<file path="src/rtl/hpg_pkg.sv">
`timescale 1ns / 1ps
// ----------------------------------------------------------------------------
// hpg_pkg
// shared types and constants for the heap permutation generator
// ----------------------------------------------------------------------------
package hpg_pkg;

  // width of an element value and of a position on the result channel
  localparam int ELEM_W = 3;
  // width of the size register
  localparam int SIZE_W = 4;
  // most elements one run may carry
  localparam int RESULT_LIMIT = 8;
  // size register value after reset
  localparam logic [SIZE_W-1:0] SIZE_RESET = 4'd8;

  typedef enum logic [3:0] {
    ST_IDLE,
    ST_FILL,
    ST_WALK,
    ST_RD_A,
    ST_RD_B,
    ST_WR_A,
    ST_WR_B,
    ST_PRE,
    ST_EMIT,
    ST_EXH
  } hpg_state_t;

endpackage

</file>
<file path="src/rtl/heap_permutation_generator_unit.sv">
`timescale 1ns / 1ps
// ----------------------------------------------------------------------------
// heap_permutation_generator_unit
// iterative heap's algorithm, one permutation per request beat
// ----------------------------------------------------------------------------
// a fresh start loads the identity, prefetches position 0, then issues n result beats
// an advance walks the level counters, swaps (read a, read b, write a, write b), prefetches, then issues n beats
// an exhausted request walks every level, then issues one result beat
// one request at a time; result beats issue one per cycle while out_stall is low, paced by the order memory port
// reset is synchronous: size returns to 8, progress is dropped, next request starts fresh
// the order memory has no reset; every fresh start rewrites the entries it uses
module heap_permutation_generator_unit #(
  parameter int MAX_ELEMENTS = 8
) (
  input  logic                       clk,
  input  logic                       rst,
  // configuration
  input  logic                       cfg_wr_en,
  input  logic [hpg_pkg::SIZE_W-1:0] cfg_wr_data,
  // request channel
  input  logic                       in_valid,
  output logic                       in_stall,
  input  logic                       restart,
  // result channel
  output logic                       out_valid,
  input  logic                       out_stall,
  output logic [hpg_pkg::ELEM_W-1:0] element_value,
  output logic [hpg_pkg::ELEM_W-1:0] position,
  output logic                       last_of_run,
  output logic                       exhausted
);

  // only the first min(MAX_ELEMENTS, RESULT_LIMIT) entries can ever be used
  localparam int DEPTH = (MAX_ELEMENTS < hpg_pkg::RESULT_LIMIT) ?
                         MAX_ELEMENTS : hpg_pkg::RESULT_LIMIT;
  localparam int AW  = $clog2(DEPTH);
  localparam int LPW = $clog2(DEPTH + 1);

  hpg_pkg::hpg_state_t state, state_next;

  logic [hpg_pkg::SIZE_W-1:0] size_in_use;
  logic                       started;
  logic [LPW-1:0]             active_n;
  logic [LPW-1:0]             lp;          // level pointer
  logic [AW-1:0]              cnt [DEPTH]; // level counters
  logic [AW-1:0]              idx;         // fill / emit index
  logic [AW-1:0]              partner;
  logic [hpg_pkg::ELEM_W-1:0] held;

  // order store, one write and one registered read port
  logic [hpg_pkg::ELEM_W-1:0] order_mem [DEPTH];
  logic [hpg_pkg::ELEM_W-1:0] rd_data;
  logic                       mem_we;
  logic [AW-1:0]              mem_waddr;
  logic [hpg_pkg::ELEM_W-1:0] mem_wdata;
  logic [AW-1:0]              rd_addr;

  logic [LPW-1:0] eff_size;
  logic [AW-1:0]  lp_a;
  logic [AW-1:0]  cnt_lp;
  logic           cnt_below;
  logic           lp_done;
  logic           idx_last;
  logic           in_accept;
  logic           out_free;
  logic           out_load;

  // effective size: saturate the register into 1..DEPTH
  always_comb begin
    if (size_in_use == '0) begin
      eff_size = LPW'(1);
    end else if (size_in_use > hpg_pkg::SIZE_W'(DEPTH)) begin
      eff_size = LPW'(DEPTH);
    end else begin
      eff_size = LPW'(size_in_use);
    end
  end

  assign lp_a      = lp[AW-1:0];
  assign cnt_lp    = cnt[lp_a];
  assign cnt_below = LPW'(cnt_lp) < lp;
  assign lp_done   = lp >= active_n;
  assign idx_last  = LPW'(idx) == (active_n - LPW'(1));
  assign in_stall  = state != hpg_pkg::ST_IDLE;
  assign in_accept = in_valid && !in_stall;
  // the result register can take a new beat when empty or being drained
  assign out_free  = !out_valid || !out_stall;

  always_ff @(posedge clk) begin
    if (rst) begin
      state <= hpg_pkg::ST_IDLE;
    end else begin
      state <= state_next;
    end
  end

  // sequencer: next state and memory port control
  always_comb begin
    state_next = state;
    mem_we     = 1'b0;
    mem_waddr  = idx;
    mem_wdata  = hpg_pkg::ELEM_W'(idx);
    rd_addr    = idx;
    out_load   = 1'b0;
    unique case (state)
      hpg_pkg::ST_IDLE: begin
        if (in_valid) begin
          state_next = (restart || !started) ? hpg_pkg::ST_FILL : hpg_pkg::ST_WALK;
        end
      end
      hpg_pkg::ST_FILL: begin
        // identity load, one entry a cycle
        mem_we = 1'b1;
        if (idx_last) begin
          state_next = hpg_pkg::ST_PRE;
        end
      end
      hpg_pkg::ST_WALK: begin
        // one counter level per cycle until a level can swap or all levels are spent
        if (lp_done) begin
          state_next = hpg_pkg::ST_EXH;
        end else if (cnt_below) begin
          state_next = hpg_pkg::ST_RD_A;
        end
      end
      hpg_pkg::ST_RD_A: begin
        rd_addr    = lp_a;
        state_next = hpg_pkg::ST_RD_B;
      end
      hpg_pkg::ST_RD_B: begin
        rd_addr    = partner;
        state_next = hpg_pkg::ST_WR_A;
      end
      hpg_pkg::ST_WR_A: begin
        mem_we     = 1'b1;
        mem_waddr  = lp_a;
        mem_wdata  = rd_data;
        state_next = hpg_pkg::ST_WR_B;
      end
      hpg_pkg::ST_WR_B: begin
        mem_we     = 1'b1;
        mem_waddr  = partner;
        mem_wdata  = held;
        state_next = hpg_pkg::ST_PRE;
      end
      hpg_pkg::ST_PRE: begin
        // fetch position 0 ahead of the first beat
        rd_addr    = '0;
        state_next = hpg_pkg::ST_EMIT;
      end
      hpg_pkg::ST_EMIT: begin
        // read address looks one entry ahead whenever a beat is loaded
        if (out_free) begin
          out_load = 1'b1;
          rd_addr  = idx + AW'(1);
          if (idx_last) begin
            state_next = hpg_pkg::ST_IDLE;
          end
        end
      end
      hpg_pkg::ST_EXH: begin
        if (out_free) begin
          out_load   = 1'b1;
          state_next = hpg_pkg::ST_IDLE;
        end
      end
      default: begin
        state_next = hpg_pkg::ST_IDLE;
      end
    endcase
  end

  always_ff @(posedge clk) begin
    if (mem_we) begin
      order_mem[mem_waddr] <= mem_wdata;
    end
    rd_data <= order_mem[rd_addr];
  end

  // control state
  always_ff @(posedge clk) begin
    if (rst) begin
      size_in_use <= hpg_pkg::SIZE_RESET;
      started     <= 1'b0;
      active_n    <= LPW'(DEPTH);
      lp          <= '0;
      idx         <= '0;
      for (int i = 0; i < DEPTH; i++) begin
        cnt[i] <= '0;
      end
    end else begin
      unique case (state)
        hpg_pkg::ST_IDLE: begin
          if (in_accept && (restart || !started)) begin
            // fresh start from identity
            started  <= 1'b1;
            active_n <= eff_size;
            lp       <= '0;
            idx      <= '0;
            for (int i = 0; i < DEPTH; i++) begin
              cnt[i] <= '0;
            end
          end
        end
        hpg_pkg::ST_FILL: begin
          idx <= idx_last ? '0 : idx + AW'(1);
        end
        hpg_pkg::ST_WALK: begin
          if (!lp_done && !cnt_below) begin
            cnt[lp_a] <= '0;
            lp        <= lp + LPW'(1);
          end
        end
        hpg_pkg::ST_WR_B: begin
          cnt[lp_a] <= cnt_lp + AW'(1);
          lp        <= '0;
          idx       <= '0;
        end
        hpg_pkg::ST_EMIT: begin
          if (out_load) begin
            idx <= idx_last ? '0 : idx + AW'(1);
          end
        end
        default: begin
        end
      endcase
      // any size write forces a fresh start on the next request
      if (cfg_wr_en) begin
        size_in_use <= cfg_wr_data;
        started     <= 1'b0;
      end
    end
  end

  // swap operands
  always_ff @(posedge clk) begin
    if (state == hpg_pkg::ST_WALK) begin
      // even level swaps with position 0, odd level with its counter
      partner <= lp[0] ? cnt_lp : '0;
    end
    if (state == hpg_pkg::ST_RD_B) begin
      held <= rd_data;
    end
  end

  // result register
  always_ff @(posedge clk) begin
    if (rst) begin
      out_valid <= 1'b0;
    end else if (out_load) begin
      out_valid <= 1'b1;
    end else if (!out_stall) begin
      out_valid <= 1'b0;
    end
  end

  always_ff @(posedge clk) begin
    if (out_load) begin
      if (state == hpg_pkg::ST_EXH) begin
        element_value <= '0;
        position      <= '0;
        last_of_run   <= 1'b1;
        exhausted     <= 1'b1;
      end else begin
        element_value <= rd_data;
        position      <= hpg_pkg::ELEM_W'(idx);
        last_of_run   <= idx_last;
        exhausted     <= 1'b0;
      end
    end
  end

`ifndef SYNTHESIS
  // the exhausted beat carries zero fields and closes its run
  a_exh_fields: assert property (@(posedge clk) disable iff (rst)
    out_valid && exhausted |-> last_of_run && element_value == '0 && position == '0)
    else $error("exhausted beat with bad fields");

  // a run closes exactly at position n-1
  a_last_pos: assert property (@(posedge clk) disable iff (rst)
    out_valid && !exhausted && last_of_run |->
      LPW'(position) == (active_n - LPW'(1)))
    else $error("run closed at wrong position");

  // level counters never pass their level while walking
  a_cnt_bound: assert property (@(posedge clk) disable iff (rst)
    state == hpg_pkg::ST_WALK && !lp_done |-> LPW'(cnt_lp) <= lp)
    else $error("level counter above its level");

  // a swap is only started from the walk, with a partner other than its own level
  a_swap_entry: assert property (@(posedge clk) disable iff (rst)
    state == hpg_pkg::ST_RD_A |-> $past(state) == hpg_pkg::ST_WALK && partner != lp_a)
    else $error("swap started without a valid partner");

  // walking the levels only happens after a fresh start
  a_started: assert property (@(posedge clk) disable iff (rst)
    state == hpg_pkg::ST_WALK |-> started)
    else $error("advance without a started sequence");
`endif

endmodule

</file>
<file path="config.mk">
export PLATFORM = sky130hd
export DESIGN_NAME = heap_permutation_generator_unit
export DESIGN_NICKNAME = d
export VERILOG_FILES = /design/src/rtl/hpg_pkg.sv /design/src/rtl/heap_permutation_generator_unit.sv
export SDC_FILE = /design/constraint.sdc
export NUM_CORES = 1
export LEC_CHECK = 0
export BUFFER_PORTS_ARGS = -buffer_cell sky130_fd_sc_hd__buf_2
export CORE_MARGIN = 8
export CORE_UTILIZATION = 55
export DETAILED_ROUTE_END_ITERATION = 7
export PLACE_DENSITY = 0.87
export SKIP_CTS_REPAIR_TIMING = 1
export SYNTH_ARGS = -nofsm -noshare
export SYNTH_HDL_FRONTEND = slang
export SYNTH_SLANG_ARGS = --single-unit
</file>
<file path="constraint.sdc">
create_clock -name clk -period 2.8 [get_ports clk]
set_input_delay 0.14 -clock clk [delete_from_list [all_inputs] [get_ports clk]]
set_output_delay 0.14 -clock clk [all_outputs]
set_load 0.02 [all_outputs]
</file>
; Word-level counts from Yosys, hierarchy flattened
; Memory sizes are Yosys's and may differ from the RTL's. A register that Yosys moved wholly into a read port is not among the register bits.
; Cells that the tools add are included.
; W data, S select, Z words.
[totals]
mem_bits_rw = 48
word_cells = 132
out_inout_bits = 10
inputBits = 10
regBits = 35
n_memories = 2
[classes]
n_eq_ne = 20
bitwise = 9
reduce_logical = 24
mux = 57
addsub = 4
magnitude_cmp = 3
[mem_list]
columns = memory, depth, word_bits, read_ports, rd_ports_with_merged_regs, write_ports, line
row1 = cnt, 8, 3, 1, 1, 8, heap_permutation_generator_unit.sv:45  ; logic [AW-1:0] cnt [DEPTH];
row2 = order_mem, 8, 3, 1, 1, 1, heap_permutation_generator_unit.sv:51  ; logic [hpg_pkg::ELEM_W-1:0] order_mem [DEPTH];
[ops]
columns = cell, count
row1 = $mux W3, 17
row2 = $mux W4, 11
row3 = $pmux W4 S10, 1
row4 = $pmux W3 S4, 2
row5 = $mux W1, 22
row6 = $eq A4 B3 Y1 const B, 4
row7 = $ne A2 B2 Y1 const B, 8
row8 = $pmux W3 S2, 2
row9 = $pmux W4 S3, 1
row10 = $or A1 B1 Y1, 9
row11 = $eq A4 B2 Y1 const B, 2
row12 = $eq A4 B4 Y1 const B, 2
row13 = $logic_not A4 Y1, 2
row14 = $reduce_bool A4 Y1, 2
row15 = $add A3 B1 Y3 const B, 2
row16 = $logic_not A1 Y1, 6
row17 = $reduce_and A3 Y1, 2
row18 = $reduce_and A6 Y1, 1
row19 = $reduce_or A3 Y1, 2
row20 = $add A4 B1 Y4 const B, 1
row21 = $eq A3 B4 Y1, 1
row22 = $eq A4 B1 Y1 const B, 1
row23 = $ge A4 B4 Y1, 1
row24 = $gt A4 B4 Y1 const B, 1
row25 = 10 further kinds, 14

; Longest topological paths before layout
[depth]
ltp_word = 10
mapped_depth = 12
mapped_depth_nobuf = 10

; Least setup slack after synthesis
; Ideal clock, no wire load.
[synth_path]
path_type = register to register
startpoint = register (tool-made name)
endpoint = memory cnt[7][0] (netlist name), enable pin
path_slack_ps = -176
n_path_buf = 2
required_time_ps = 2456
period_less_slack_ps = 2976
setup_time_ps = 344
arrival_ps = 2632
path_stages_with_launch = 12
path_cell_list = dfxtp_1 > buf_6 > mux4_1 > mux2i_1 > inv_1 > ha_1 > o21a_1 > nor2_1 > a2111oi_4 > a21oi_4 > buf_6 > o21ai_0
[synth_rtl]
columns = element, line
row1 = "end, declared", heap_permutation_generator_unit.sv:45

==> results.md <==
- Critical Setup Path Class: reg -> reg
- PwrDens: 774 nW/um^2
- CTS Buffer Depth: 2
- Worst path bufs/invs: 3
- Detailed Routing Iterations Pass 1: 5
- Finished Layout Cells: 525
- Final WS setup: -0.0913 ns
- Slowest-stage cell, CP: mux4_2
- Via density: 6.11
- Final Skew: 0.00838 ns
- Unrepaired setup endpoints after global routing: true
- DRC Markers: 0
- Fillers: 583
- Busiest grt layer: met2
- Synth warn: 0
- Grt met2 use: 0.290
- Top_reg_cell synth: edfxtp_1
- Slew @ Worst Pin: 1.48 ns
- Grt total ovfl: 0
- Pin count of the biggest net entering global routing: 21
- First-pass GRT wire length: 15200 um
- Worst setup SP type: flop
- Crit path required time: 3.06 ns
- Final Max Tran Viols: 0
- Crit path max fanout: 6
- Library cells used by synthesis: 59
- Async SR Flop Fraction: 0
- Inserted Clock Buffers: 9
- Clock Latency Late Sink: 0.36 ns
- CTS tree: built
- Total wire length: 9870 um
- Root buf cell: clkbuf_8
- Syn Inst Count: 380
- Vias in the first global route: 3124
- HPWL after DPL: 6790 um
- Final Cycle Share: 1.03
- HP Class: in -> reg
- Final setup viols: 29
- Initial antenna violation count: 0
- Syn Area/Cell: 11.5 sq um
- Layout cells sized above 1: 0.255
- Critical Path AT: 3.15 ns
- Most common cell after layout, fill and taps aside: nor2_1
- Placer Congestion: 0.868
- Met3 usage: 0.0498
- VDD IR max: 558 uV
- Met1 Usage GRT: 0.203
- Synth top area cells: edfxtp_1 43%, dfxtp_1 12%, nor2_1 5.5%
- Setup TNS: -1.39 ns
- # rows: 32
- Fmax: 346 MHz
- Starting density of the core: 0.566
- Number of DRC markers in iteration 0: 212
- Die area: 11000 sq um
- Top cell by count, worst path: a21oi_4
- Die H: 105 um
- Syn-to-layout area delta: 14.0%
- Routed len/inst: 18.8 um
- Tot Pwr: 0.00384 W
- Post-synth EDFFs: 62
- Gr usage total: 0.173
- Critical-path cell list: mux4_2 > mux2i_2 > inv_1 > ha_4 > or4_4 > a21oi_4 > buf_6 > buf_12 > a21oi_4 > o32ai_2
- Antenna diode count: 0
- Delay-heaviest family, CP: multiplexers
- Worst setup EP type: flop
- Inst Count DP: 505
- I/O Pins: 20
- CTS clk-pin slew, worst paths: 0.09 ns
- Post-synthesis sequential area ratio: 0.552
- Top-area cell type share of the netlist area: 0.428
- CTS Sinks: 89
- # H-tree levels: 3
- Crit path largest cell delay: 0.53 ns
- Syn Nets: 400
- Max cap viols: 1
- Worst slew margin: 0.0125
- Final min period: 2.89 ns
- Status: finished with violations
- Core Box Area: 7690 sq um
- Vias post-DR: 3206
- Largest area contributor in the netlist: edfxtp_1
- Area of the mapped netlist: 4350 sq um
- Failing checks: hold timing, capacitance limit, setup timing
- Overall die width: 105 um
- Fin nets: 438
- Count of final hold-check violations: 1
- P_leak: 1.80 nW
- Worst hold margin: -0.000203 ns
- Remaining antenna violation count after routing: 0
- Most frequent cells in the layout: 63 x nor2_1, 62 x edfxtp_1, 34 x nand2_1
- Buffers on Ports: 19
- Seq cells post-synth: 89
-- routing by layer --
| layer | wire (um) | part of all wire | vias up |
|---|---|---|---|
| li1 | - | - | 1476 |
| met2 | 5000 | 0.51 | 149 |
| met5 | 0 | 0 | - |
| met3 | 673 | 0.068 | 24 |
| met1 | 3970 | 0.40 | 1557 |
| met4 | 227 | 0.023 | 0 |
-- Yosys cell counts, drive strengths merged, types with 9 or more instances --
master	n
a21oi	16
nor2	64
mux2	14
inv	14
mux4	9
dfxtp	27
o21ai	15
nand3	12
clkbuf	14
nor2b	11
edfxtp	62
nand2	34
ha	10
-- sequential cells by signal, summed over array words and instances, names as in the netlist, named ones only --
signal / cells
idx: 3
lp: 4
position: 3
element_value: 3
last_of_run: 1
order_mem: 24
partner: 3
exhausted: 1
held: 3
started: 1
size_in_use: 4
rd_data: 3
state: 4
cnt: 24
out_valid: 1
active_n: 4
-- area by class of cell --
class / instances / area [sq um] / area share
repair buffers: 44 / 310 / 0.0625
inverters: 15 / 56.3 / 0.0113
clock buffers: 10 / 138 / 0.0277
well taps: 102 / 128 / 0.0257
multi-input cells: 259 / 1880 / 0.379
flip-flops and latches: 89 / 2410 / 0.485
clock inverters: 6 / 41.3 / 0.00832
-- final timing paths --
| check | startpoint | endpoint | slack, ns | cells after the start |
|---|---|---|---|---|
| worst max register to register | flop | flop | -0.09 | 10 |
| worst min-delay path | cfg_wr_data[3] | size_in_use[3] | -0.0002 | 3 |
| worst max-delay path | flop | flop | -0.09 | 10 |
| worst min register to register | rd_data[0] | held[0] | 0.47 | 0 |
-- kinds of logic (layout without fill, tap and decap cells) --
| kind of cell | after synthesis | after routing | share of synthesized area |
|---|---|---|---|
| buffers and inverters | 32 | 75 | 0.0359 |
| AOI/OAI and AO/OA | 61 | 61 | 0.103 |
| DFF | 89 | 89 | 0.552 |
| muxes | 31 | 31 | 0.107 |
| xor gates and xnor gates | 4 | 4 | 0.00805 |
| and+or+nand+nor | 153 | 153 | 0.165 |
| adders and majority gates | 10 | 10 | 0.0288 |
-- tightest hold or removal path, delay by kind of cell --
| family | cells | cell delay, ns |
|---|---|---|
| buffers and inverters | 1 | 0.08 |
| multiplexers | 1 | 0.06 |
| AND/OR/NAND/NOR | 1 | 0.06 |
-- metrics by stage --
step / util / hold slack, ns / worst slack [ns] / cell area (sq um)
floorplan: - / 0.269 / 0.00785 / 4360
global placement: 0.603 / 0.352 / -0.0438 / 4640
detailed placement: 0.603 / 0.367 / -0.218 / 4640
CTS: 0.626 / -0.0126 / -0.229 / 4810
global route: 0.645 / 0.00522 / -0.179 / 4960
finish: 0.645 / -0.000203 / -0.0913 / 4960
-- power by group --
group	internal (W)	leakage (nW)	switching, W
Clock	0.000346	0.0863	0.000446
Sequential	0.00165	0.822	0.000139
Combinational	0.000563	0.887	0.000699
Total	0.00256	1.80	0.00128
Note: power is estimated with default switching activity, not from simulation.
